==> src/rtl/psn_pkg.sv <==
// psn_pkg: shared types and constants for the point set normalizer
// no dependencies; imported by every module of the block
package psn_pkg;

  localparam int MAX_POINTS = 64;
  localparam int PT_AW      = $clog2(MAX_POINTS);
  localparam int PT_CW      = $clog2(MAX_POINTS + 1);

  localparam int CRD_W = 24;
  localparam int SUM_W = 31;
  localparam int ABS_W = 37;
  localparam int SCL_W = 32;
  localparam int OFF_W = 48;
  localparam int DVD_W = 64;
  localparam int DSR_W = 38;

  localparam logic [SCL_W-1:0] SCALE_MAX = '1;

  typedef enum logic [1:0] {
    OP_POINT      = 2'd0,
    OP_POINT_LAST = 2'd1,
    OP_LAST_ONLY  = 2'd2
  } op_t;

  typedef struct packed {
    op_t                     op;
    logic [PT_AW-1:0]        addr;
    logic signed [CRD_W-1:0] x;
    logic signed [CRD_W-1:0] y;
  } job_t;

endpackage

==> src/rtl/psn_queue.sv <==
// psn_queue: two-entry queue of classified points between front and back
// depends on psn_pkg
module psn_queue (
  input  logic          clk,
  input  logic          rst,
  input  psn_pkg::job_t push_data,
  input  logic          push_valid,
  output logic          push_ready,
  output psn_pkg::job_t pop_data,
  output logic          pop_valid,
  input  logic          pop_ready
);
  import psn_pkg::*;

  job_t       ent [2];
  logic       wp;
  logic       rp;
  logic [1:0] cnt;
  logic       do_push;
  logic       do_pop;

  assign push_ready = (cnt != 2'd2);
  assign pop_valid  = (cnt != 2'd0);
  assign pop_data   = ent[rp];
  assign do_push    = push_valid && push_ready;
  assign do_pop     = pop_valid && pop_ready;

  always_ff @(posedge clk) begin
    if (do_push) begin
      ent[wp] <= push_data;
    end
  end

  always_ff @(posedge clk) begin
    if (rst) begin
      wp  <= 1'b0;
      rp  <= 1'b0;
      cnt <= 2'd0;
    end else begin
      if (do_push) begin
        wp <= !wp;
      end
      if (do_pop) begin
        rp <= !rp;
      end
      if (do_push && !do_pop) begin
        cnt <= cnt + 2'd1;
      end else if (do_pop && !do_push) begin
        cnt <= cnt - 2'd1;
      end
    end
  end

endmodule

==> config.mk <==
export PLATFORM = sky130hd
export DESIGN_NAME = psn_queue
export DESIGN_NICKNAME = d
export VERILOG_FILES = /design/src/rtl/psn_pkg.sv /design/src/rtl/psn_queue.sv
export SDC_FILE = /design/constraint.sdc
export NUM_CORES = 1
export LEC_CHECK = 0
export BUFFER_PORTS_ARGS = -buffer_cell sky130_fd_sc_hd__clkbuf_2
export CAP_MARGIN = 40
export CORE_AREA = 2 2 92 112
export DETAILED_ROUTE_END_ITERATION = 8
export DIE_AREA = 0 0 94 114
export GPL_TIMING_DRIVEN = 1
export PLACE_DENSITY = 0.72
export SYNTH_ARGS = -nofsm -noshare
export SYNTH_HDL_FRONTEND = slang
export SYNTH_SLANG_ARGS = --single-unit
==> constraint.sdc <==
create_clock -name clk -period 3.95 [get_ports clk]
set_input_delay 0.1975 -clock clk [delete_from_list [all_inputs] [get_ports clk]]
set_output_delay 0.1975 -clock clk [all_outputs]
set_load 0.1 [all_outputs]
==> flow_summary_export.csv <==
group,metric,value,unit
power,internal-power,2.75,mW
detailed_routing,vias,2450,
clocking,cts_made_buffers,17,
power,power_density,823,nW/um2
timing,fin_crit,2.49,ns
clocking,worstSkewPairLatency,0.40,ns
die,core.rowCount,40,
detailed_routing,wl_per_cell,14.7,um
timing,slew_viol_final,0,
layout,drive_gt1_share,50.7,%
global_routing,grt_pass1_wl,11.8,mm
layout,final_cell_mix,"clkbuf_2, edfxtp_1, mux2_2",
min_path,hold_class,"in2reg",
logic_synthesis,ys_seq_area_share,81.0,%
die,die_area,10700,um2
logic_synthesis,yosysWarnings,0,
layout,fin_nets,449,
layout,syn_to_final_growth,41.9,%
power,swShare,44.8,%
detailed_routing,ant_nets,0,
timing,tightest_slew,0.770,ns
global_routing,grt_max_degree,37,
clocking,htree_levels,4,
logic_synthesis,syn_inst,198,
power,combPwrFrac,42.9,%
logic_synthesis,synth_area_leaders,"edfxtp_1, mux2_2, dfxtp_1",
logic_synthesis,synth.cell_area,4270,um2
power,ir_drop,0.518,mV
clocking,post_cts.repair.setup_buffers,0,
clocking,cts.path.max_buffers,2,
detailed_routing,finalWirelength,7.74,mm
status,status,"completed",
clocking,cts_root_buf,"clkbuf_16",
timing,clock-skew-final,0.0134,ns
placement,hpwl,4.73,mm
critical_path,worstPathMaxFanout,22,
die,num_io_pins,118,
clocking,path_clk_slew,0.05,ns
flow_run,maxCapViolCount,0,
die,die_x,94,um
power,p_leak,2.34,nW
global_routing,grt_usage,15.3,%
placement,place_congestion,0.687,
logic_synthesis,synth_top_area_share,78.7,%
logic_synthesis,ys_ff_latch,117,
detailed_routing,drc_errors,0,
die,die_h,114,um
detailed_routing,dr.first_iter.drc_count,103,
power,switchingPower,2.24,mW
timing,layout_worst_path_cycle_share,62.9,%
timing,timing.fmax,402,MHz
clocking,cts_sinks,117,
power,power.share.sequential,32.5,%
critical_path,arrival,2.29,ns
die,start_util,43.8,%
timing,slew_headroom,48.6,%
detailed_routing,firstDrtPassIters,4,
layout,antenna_cells,0,
layout,final_common_cell,"clkbuf_2",
logic_synthesis,ys_types,19,
logic_synthesis,avgSynthCellArea,21.6,um2
power,p_clk_share,24.6,%
global_routing,grt_pass1_vias,2569,
critical_path,crit_path_end_kind,"primary output",
timing,finalSetupTns,0,ns
placement,io_buffers,117,
logic_synthesis,synth.net_count,259,
timing,hold_viol,0,
critical_path,worst_setup_path_start_kind,"flip-flop",
detailed_routing,vias_per_cell,4.66,
timing,finalSetupViolCount,0,
global_routing,grt_overflow,0,
die,core,9760,um2
timing,rsz0062_at_grt,"no",
critical_path,crit_type,"reg2out",
clocking,cts_tree,"built",
critical_path,cp.required,3.75,ns
logic_synthesis,synth_top_area_cell,"edfxtp_1",
global_routing,antenna_found_initial,0,
timing,holdWs,0.0214,ns
-- cell families (layout without fill, tap and decap cells) --
kind of cell             count (synthesis)  in the layout  synth area share (%)
flip-flops                             117            117                  81.0
adder cells (fa/ha/maj)                  1              1                 0.293
AO/OA/AOI/OAI                            5              5                 0.703
buffers and inverters                    7            209                  1.43
XOR/XNOR                                 3              3                 0.615
AND/OR/NAND/NOR                          9              9                  1.17
multiplexers                            56             56                  14.8
-- routing by layer --
metal	GRT usage (%)	vias to the layer above	share of wire [%]
met5	0	-	0
met4	8.89	0	2.6
met3	4.89	15	4.4
met2	27.7	75	56
met1	15.0	1194	37
li1	-	1166	-
-- cells in the mapped netlist --
library cell / number
xor2_1: 3
or2_2: 1
o21ai_0: 2
and3_1: 1
nor2_1: 3
nand3b_1: 1
buf_4: 1
nand2b_1: 1
mux2_2: 56
dfxtp_1: 5
inv_1: 1
a21oi_1: 2
ha_1: 1
buf_6: 4
a21bo_2: 1
buf_2: 1
or3_1: 1
and2_1: 1
edfxtp_1: 112
-- area by class of cell --
class / instances / area [um2]
clock buffer: 21 / 440
clock inverter: 10 / 41.3
fill: 738 / 3690
inverter: 1 / 3.75
multi-input combinational: 74 / 751
sequential: 117 / 3460
tap: 126 / 158
timing repair buffer: 177 / 1210
-- path summary, 6_finish.rpt --
path,start,to,slack [ns],depth (start not counted)
max,flip-flop,pop_data[21],1.46,4
min,rst,flip-flop,0.02,2
max reg2reg,cnt[0]$_SDFFE_PP0P_,ent[0][45]$_DFFE_PP_,1.84,4
min reg2reg,rp$_SDFFE_PP0P_,flip-flop,0.51,2
-- critical path, cell delays in order (launching register included) --
cell and delay [ns]:
dfxtp_2 0.59, buf_16 0.23, buf_4 0.31, mux2_2 0.38, clkbuf_2 0.37
-- power groups by stage --
stage | Sequential (mW) | Combinational [mW] | Clock (mW)
2_1_floorplan | 1.61 | 1.85 | 0
3_3_place_gp | 1.66 | 2.05 | 0
3_5_place_dp | 1.64 | 2.11 | 0
4_1_cts | 1.62 | 2.16 | 1.26
5_1_grt | 1.64 | 2.21 | 1.31
6_report | 1.62 | 2.14 | 1.23
-- metrics by stage --
stage	cells	util [%]	setup WS, ns	cell area (um2)	power, mW
2_1_floorplan	198	-	0.791	4270	3.46
3_3_place_gp	438	51.1	1.63	4980	3.71
3_5_place_dp	440	51.6	1.83	5030	3.76
4_1_cts	526	62.1	1.41	6060	5.04
5_1_grt	526	62.1	1.33	6060	5.17
6_report	526	62.1	1.46	6060	4.99
-- state kept, by name, indices dropped and copies added (netlist names), named ones only --
name,flops
cnt,2
ent,112
rp,1
wp,1
-- what timing repair did --
item                       4_1_cts  5_1_grt
hold endpoints to repair       110        0
gates resized for setup          0        0
hold buffers                    55        0
setup endpoints to repair        0        0
Note: power is estimated with default switching activity, not from simulation.
