**src/rtl/psn_pkg.sv**
```systemverilog
// psn_pkg: shared types and constants for the point set normalizer
// no dependencies; imported by every module of the block
package psn_pkg;

  localparam int MAX_POINTS = 64;
  localparam int PT_AW      = $clog2(MAX_POINTS);
  localparam int PT_CW      = $clog2(MAX_POINTS + 1);

  localparam int CRD_W = 24;
  localparam int SUM_W = 31;
  localparam int ABS_W = 37;
  localparam int SCL_W = 32;
  localparam int OFF_W = 48;
  localparam int DVD_W = 64;
  localparam int DSR_W = 38;

  localparam logic [SCL_W-1:0] SCALE_MAX = '1;

  typedef enum logic [1:0] {
    OP_POINT      = 2'd0,
    OP_POINT_LAST = 2'd1,
    OP_LAST_ONLY  = 2'd2
  } op_t;

  typedef struct packed {
    op_t                     op;
    logic [PT_AW-1:0]        addr;
    logic signed [CRD_W-1:0] x;
    logic signed [CRD_W-1:0] y;
  } job_t;

endpackage

```
**src/rtl/psn_front.sv**
```systemverilog
// psn_front: input side, counts the set and classifies each point
// depends on psn_pkg
module psn_front (
  input  logic                         clk,
  input  logic                         rst,
  input  logic signed [23:0]           x_coord,
  input  logic signed [23:0]           y_coord,
  input  logic                         last_point,
  input  logic                         in_valid,
  output logic                         in_ready,
  output psn_pkg::job_t                push_data,
  output logic                         push_valid,
  input  logic                         push_ready
);
  import psn_pkg::*;

  logic [PT_CW-1:0] count;
  logic             full;
  logic             accept;

  assign full       = (count == PT_CW'(MAX_POINTS));
  assign in_ready   = push_ready;
  assign accept     = in_valid && in_ready;
  // a point beyond the store is dropped unless it closes the set
  assign push_valid = in_valid && (!full || last_point);

  always_comb begin
    push_data.addr = count[PT_AW-1:0];
    push_data.x    = x_coord;
    push_data.y    = y_coord;
    if (full) begin
      push_data.op = OP_LAST_ONLY;
    end else if (last_point) begin
      push_data.op = OP_POINT_LAST;
    end else begin
      push_data.op = OP_POINT;
    end
  end

  always_ff @(posedge clk) begin
    if (rst) begin
      count <= '0;
    end else if (accept) begin
      if (last_point) begin
        count <= '0;
      end else if (!full) begin
        count <= count + PT_CW'(1);
      end
    end
  end

endmodule

```
**config.mk**
```make
export PLATFORM = sky130hd
export DESIGN_NAME = psn_front
export DESIGN_NICKNAME = d
export VERILOG_FILES = /design/src/rtl/psn_pkg.sv /design/src/rtl/psn_front.sv
export SDC_FILE = /design/constraint.sdc
export NUM_CORES = 1
export LEC_CHECK = 0
export ABC_AREA = 1
export BUFFER_PORTS_ARGS = -buffer_cell sky130_fd_sc_hd__buf_2
export CAP_MARGIN = 20
export CORE_ASPECT_RATIO = 0.75
export CORE_MARGIN = 1
export CORE_UTILIZATION = 31
export CTS_CLUSTER_DIAMETER = 30
export DETAILED_ROUTE_END_ITERATION = 6
export PLACE_DENSITY = 0.8
export SYNTH_ARGS = -nofsm -noshare
export SYNTH_HDL_FRONTEND = slang
export SYNTH_SLANG_ARGS = --single-unit
```
**constraint.sdc**
```tcl
create_clock -name clk -period 3.7 [get_ports clk]
set_input_delay 0.185 -clock clk [delete_from_list [all_inputs] [get_ports clk]]
set_output_delay 0.185 -clock clk [all_outputs]
set_load 0.005 [all_outputs]
```
==> results of run 1 <==
-- stage by stage --
step | area (sq um) | cells | total power [uW]
floorplan | 958 | 140 | 153
global placement | 656 | 136 | 118
detailed placement | 656 | 136 | 119
CTS | 701 | 140 | 230
global route | 701 | 140 | 241
finish | 701 | 140 | 229
-- logic make-up after synthesis --
group | after synthesis | share of synthesized area (%)
buffers and inverters | 74 | 50.9
and+or+nand+nor | 50 | 27.4
DFF | 7 | 14.6
AOI/OAI and AO/OA | 6 | 3.52
adders and majority gates | 2 | 2.61
xor gates and xnor gates | 1 | 0.914
-- final timing paths --
path                            startpoint          to  slack (ns)  cells past startpoint
worst max-delay path              count[0]  push_valid        2.06                      8
worst min-delay path                   rst    count[2]        0.12                      2
worst max register to register    count[0]    count[5]        2.32                     10
worst min register to register    count[4]    count[4]        0.56                      4
-- critical path, stage by stage, from the launching register on --
cell and delay [ns]:
dfxtp_1 0.39, inv_1 0.08, ha_1 0.20, nand2_1 0.07, clkinv_1 0.12, nand3_2 0.14, nor2_2 0.05, nor2_1 0.07
buf_2 0.11
-- layer usage --
layer / share of wire (%) / vias to the layer above / wire, microns
li1: - / 294 / -
met1: 44 / 252 / 619
met2: 40 / 35 / 566
met3: 15 / 2 / 210
met4: 0.57 / 0 / 8
met5: 0 / - / 0
-- cell usage in the layout, fill, tap and decap left out, drive strengths merged --
cell type   n
clkinv      1
xor2        1
inv        17
a21oi       3
nor2       16
o21ai       3
dfxtp       7
nand4       2
buf        14
nand3      10
clkbuf      4
ha          2
nand2      22
-- power groups by stage --
| stage | registers (uW) | logic [uW] | clock network [uW] |
|---|---|---|---|
| floorplan | 83.1 | 69.7 | 0 |
| global placement | 83.9 | 34.4 | 0 |
| detailed placement | 84.0 | 35.0 | 0 |
| CTS | 82.8 | 35.2 | 112 |
| global route | 83.5 | 39.8 | 118 |
| finish | 82.7 | 34.7 | 112 |
-- cell type report --
cell class                 count  share of cell area [%]
sequential                     7                    20.0
clock buffer                   4                    6.43
inverter                      18                    9.64
timing repair buffer          14                    10.0
multi-input combinational     59                    47.1
tap                           38                    6.79
==> results.yml, run 1 <==
status:
  status: "finished, final reports clean"
timing:
  hold_viol_final: 0
  setup_violations: 0
  rsz0062_at_grt: "false"
  finalCriticalPeriod_ns: 1.64
  max_slew_margin_pct: 79.1
  finClkSkew_ns: 0.00173
  fmax_mhz: 611
  min_period_over_period_pct: 44.3
  holdWs_ns: 0.118
  finalMaxSlewViolations: 0
  tightest_slew_ns: 0.314
  fin_tns_setup_ns: 0
  finalWorstSetupSlack_ns: 2.06
power:
  leakage_uw: 0.000358
  p_seq_share_pct: 36.1
  power_density_mw_per_mm2: 327
  p_int_uw: 167
  irDropWorstVdd_uv: 97.1
  switchingPower_uw: 62.0
  comb_power_share_pct: 15.1
  power.clock.fraction_pct: 48.8
  switching_share_pct: 27.1
clocking:
  cts_resized: 0
  htreeDepth: 1
  ctsLongestPathBuffers: 2
  clock_latency_ns: 0.23
  cts_tree: "yes"
  clk_pin_slew_ns: 0.04
  cts_inserted_buffers: 3
  cts.sinks: 7
  cts_setup_buffers: 0
  cts.hold.buffers_added: 0
  cts-root-buf: "clkbuf_8"
final_layout:
  top_regs: "count x7"
  top_register: "count"
  drive_gt1_share_pct: 27.5
  fill_cells: 327
  final_nets: 158
  regArea_sq_um: 140
  final_util_pct: 23.9
  syn_to_final_growth_pct: -26.9
  n_antenna_cell: 0
  multiInputGateArea_sq_um: 330
  largest_reg_flops: 7
global_routing:
  grt_use_total_pct: 8.59
  use_met1_pct: 10.1
  grt_busiest_layer: "met2"
  grt_pass1_wl_mm: 2.02
  use_met2_pct: 10.2
  antenna_found_initial: 0
  grt_max_degree: 9
  overflow: 0
  first_global_vias: 438
  met3_usage_pct: 9.55
drt:
  drc: 0
  routedWlPerCell_microns: 10.0
  drt_iter0_markers: 61
  vias: 583
  finalWirelength_mm: 1.40
  drt-vias-per-instance: 4.16
  first_pass_iters: 4
  ant_nets: 0
placement:
  dp_hpwl_mm: 1.03
  gp_congestion: 0.826
  port_buffers: 14
  place_ws_ns: 2.30
synth:
  synth.distinct_cells: 20
  synthTopCellsByArea: "buf_4 44%, dfxtp_1 15%, nand2_1 7.8%"
  ys_ff_latch: 7
  synth.most_common_cell: "buf_4"
  synth_area_sq_um: 958
  yosys_warnings: 0
  synth_common_cells: "56 x buf_4, 20 x nand2_1, 17 x inv_1, 11 x nor2_1, 8 x nand3_1"
  synth-edff-count: 0
  synth_top_area_share_pct: 43.9
  syn_nets: 195
  ys.flop_type: "dfxtp_1"
  synthCells: 140
  synth_top_area_cell: "buf_4"
  synth_area_per_cell_sq_um: 6.85
  ys_seq_area_share_pct: 14.6
  async_reset_ff_share_pct: 0
critical_path:
  critPathCaptureType: "output port"
  criticalPathCategory: "reg2out"
  start_kind: "flip-flop"
  required_ns: 3.51
  path_max_fanout: 5
  cp.arrival_ns: 1.45
floorplanning:
  ios: 111
  dieArea_sq_mm: 0.00332
  core.rowCount: 17
  core-area_sq_mm: 0.00294
  die_h_microns: 50.2
  start_util_pct: 32.7
  fp.dieW_microns: 66.2
flow_run:
  maxCapViolCount: 0
worst_hold_path:
  min_path_type: "in2reg"
No activity file was read; power rests on OpenSTA's default activity.
==> inputs of run 2 (changes only) <==
--- a/config.mk
+++ b/config.mk
@@ -5,7 +5,7 @@
 export SDC_FILE = /design/constraint.sdc
 export NUM_CORES = 1
 export LEC_CHECK = 0
-export ABC_AREA = 1
+export ABC_AREA = 0
 export BUFFER_PORTS_ARGS = -buffer_cell sky130_fd_sc_hd__buf_2
 export CAP_MARGIN = 20
 export CORE_ASPECT_RATIO = 0.75
@@ -13,7 +13,7 @@
 export CORE_UTILIZATION = 31
 export CTS_CLUSTER_DIAMETER = 30
 export DETAILED_ROUTE_END_ITERATION = 6
-export PLACE_DENSITY = 0.8
+export PLACE_DENSITY = 0.84
 export SYNTH_ARGS = -nofsm -noshare
 export SYNTH_HDL_FRONTEND = slang
 export SYNTH_SLANG_ARGS = --single-unit
==> constraint.sdc (replaced) <==
create_clock -name clk -period 1.72 [get_ports clk]
set_input_delay 0.086 -clock clk [delete_from_list [all_inputs] [get_ports clk]]
set_output_delay 0.086 -clock clk [all_outputs]
set_load 0.005 [all_outputs]
==> run 2 against run 1 <==
Effect of this change:
- the flow now finishes with violations (negative setup slack)
- hold slack better by 0.049 ns
- setup slack lost 2.1 ns
- clock skew rose by 0.0015 ns
- core utilization up 0.37 points
- sequential cell count stayed put
- cell area is 9.3% lower
- synthesized cell count is 22% lower
- largest cell class unchanged
- sequential share of layout area up 2.8 points
==> results.yml, run 2 <==
synth:
  synth_area_sq_um: 866
  synth.distinct_cells: 34
  synth_area_per_cell_sq_um: 7.94
  ys.flop_type: "dfxtp_1"
  synthCells: 109
  ys_seq_area_share_pct: 16.2
  synthTopCellsByArea: "buf_4 49%, dfxtp_1 16%, ha_1 2.9%"
  syn_nets: 164
  synth_top_area_cell: "buf_4"
  synth_common_cells: "56 x buf_4, 7 x dfxtp_1, 4 x a21oi_1, 4 x inv_1"
  ys_ff_latch: 7
  synth_top_area_share_pct: 48.6
  async_reset_ff_share_pct: 0
  synth-edff-count: 0
  synth.most_common_cell: "buf_4"
  yosys_warnings: 0
worst_hold_path:
  holdPathStages: 2
  min_path_type: "in2reg"
global_routing:
  first_global_vias: 485
  grt_use_total_pct: 9.69
  overflow: 0
  grt_max_degree: 12
  grt_pass1_wl_mm: 2.14
  antenna_found_initial: 0
power:
  leakage_uw: 0.000287
  p_total_uw: 438
  power_density_mw_per_mm2: 690
  irDropWorstVdd_uv: 170
critical_path:
  required_ns: 1.63
  criticalPathCategory: "reg2out"
  cp.arrival_ns: 1.64
  crit_end: "push_valid"
  r2r-end: "count[1]"
  cp-startpoint: "count[3]"
  reg2regPathDepth: 4
  start_kind: "flip-flop"
  r2r_slack_ns: 0.11
  r2r-start: "count[3]"
  critPathCaptureType: "output port"
  path_max_fanout: 3
floorplanning:
  core-area_sq_mm: 0.00262
  start_util_pct: 33.0
  die_h_microns: 47.8
  core.rowCount: 16
  dieArea_sq_mm: 0.00301
  ios: 111
  fp.dieW_microns: 63.0
placement:
  port_buffers: 14
  dp_hpwl_mm: 1.05
  gp_congestion: 0.826
  dpl_cell_area_sq_um: 561
  dp_cells: 102
timing:
  hold_viol_final: 0
  rsz0062_at_grt: "true"
  setup_violations: 1
  finClkSkew_ns: 0.00323
  finalCriticalPeriod_ns: 1.72
  max_slew_margin_pct: 80.9
  fmax_mhz: 581
  finalWorstSetupSlack_ns: -0.00252
  tightest_slew_ns: 0.283
  finalMaxSlewViolations: 0
  min_period_over_period_pct: 100
final_layout:
  top_regs: "count x7"
  fill_cells: 291
  final_area_sq_um: 636
  top_register: "count"
  largest_reg_flops: 7
  final_nets: 129
  syn_to_final_growth_pct: -26.6
  final_cell_count_no_fill: 109
  final_common_cell: "buf_2"
  n_antenna_cell: 0
  mostFrequentLayoutCells: "14 x buf_2, 5 x dfxtp_1, 4 x inv_1, 4 x a21oi_1, 4 x buf_4"
  drive_gt1_share_pct: 37.0
  final_util_pct: 24.2
drt:
  ant_nets: 0
  finalWirelength_mm: 1.46
  drt-vias-per-instance: 5.04
  vias: 549
  first_pass_iters: 4
  routedWlPerCell_microns: 13.4
  drt_iter0_markers: 20
  drc: 0
clocking:
  htreeDepth: 1
  cts.sinks: 7
  cts-root-buf: "clkbuf_8"
  cts_tree: "yes"
  ctsLongestPathBuffers: 2
  cts_inserted_buffers: 3
  clock_latency_ns: 0.23
  clk_pin_slew_ns: 0.04
flow_run:
  maxCapViolCount: 0
status:
  violations: "negative setup slack"
  status: "finished with violations"
-- run 2: metal layers --
| layer | global-route usage [%] | wire length (microns) | vias up |
|---|---|---|---|
| met4 | 10.2 | 53 | 0 |
| met5 | 0 | 0 | - |
| met3 | 4.76 | 147 | 9 |
| met2 | 14.4 | 666 | 50 |
| met1 | 10.2 | 596 | 252 |
| li1 | - | - | 238 |
-- run 2: cells by family after synthesis --
| family | after synthesis | share of synthesized area, % |
|---|---|---|
| multiplexers | 1 | 1.16 |
| AO/OA/AOI/OAI | 16 | 14.0 |
| flip-flops | 7 | 16.2 |
| adder cells (fa/ha/maj) | 2 | 2.89 |
| buffers and inverters | 62 | 51.2 |
| AND/OR/NAND/NOR | 21 | 14.6 |
-- run 2: layout make-up --
| class | count | area, sq um | share of cell area [%] |
|---|---|---|---|
| repair buffers | 18 | 100 | 15.7 |
| clock buffers | 4 | 45.0 | 7.09 |
| multi-input cells | 40 | 285 | 44.9 |
| well taps | 36 | 45.0 | 7.09 |
| flip-flops and latches | 7 | 145 | 22.8 |
| inverters | 4 | 15.0 | 2.36 |
-- run 2: power breakdown --
part	internal [uW]	total, uW	switching, uW	leakage [uW]
logic	16.2	39.4	23.2	0.000206
clock network	161	234	73.8	0.0000228
registers	163	165	1.70	0.0000578
total	340	438	98.7	0.000287
-- run 2: worst max-delay path, cell delays in order, from the launching register on --
cell     delay (ns)
dfxtp_4        0.33
or4_4          0.51
or2_4          0.27
o21a_1         0.17
buf_2          0.12
-- run 2: stage by stage --
stage	hold WS, ns	setup TNS, ns	setup slack [ns]
floorplan	0.253	0	0.255
global placement	0.172	0	0.189
detailed placement	0.172	0	0.154
CTS	0.160	0	0.00445
global route	0.172	-0.0354	-0.0233
finish	0.167	-0.00252	-0.00252
-- run 2: how the worst min path moves through the flow --
| stage | start | to | slack [ns] |
|---|---|---|---|
| floorplan | push_ready | in_ready | 0.25 |
| global placement | y_coord[17] | push_data[17] | 0.17 |
| finish | rst | count[2] | 0.17 |
| global route | x_coord[14] | push_data[38] | 0.17 |
| CTS | rst | count[2] | 0.16 |
| detailed placement | y_coord[17] | push_data[17] | 0.17 |
-- run 2: what timing repair did --
item                       in CTS  in global routing
buffers inserted                3                  0
gates resized for setup         3                  1
hold buffers                    0                  0
setup endpoints to repair       2                  2
pin swaps                       2                  2
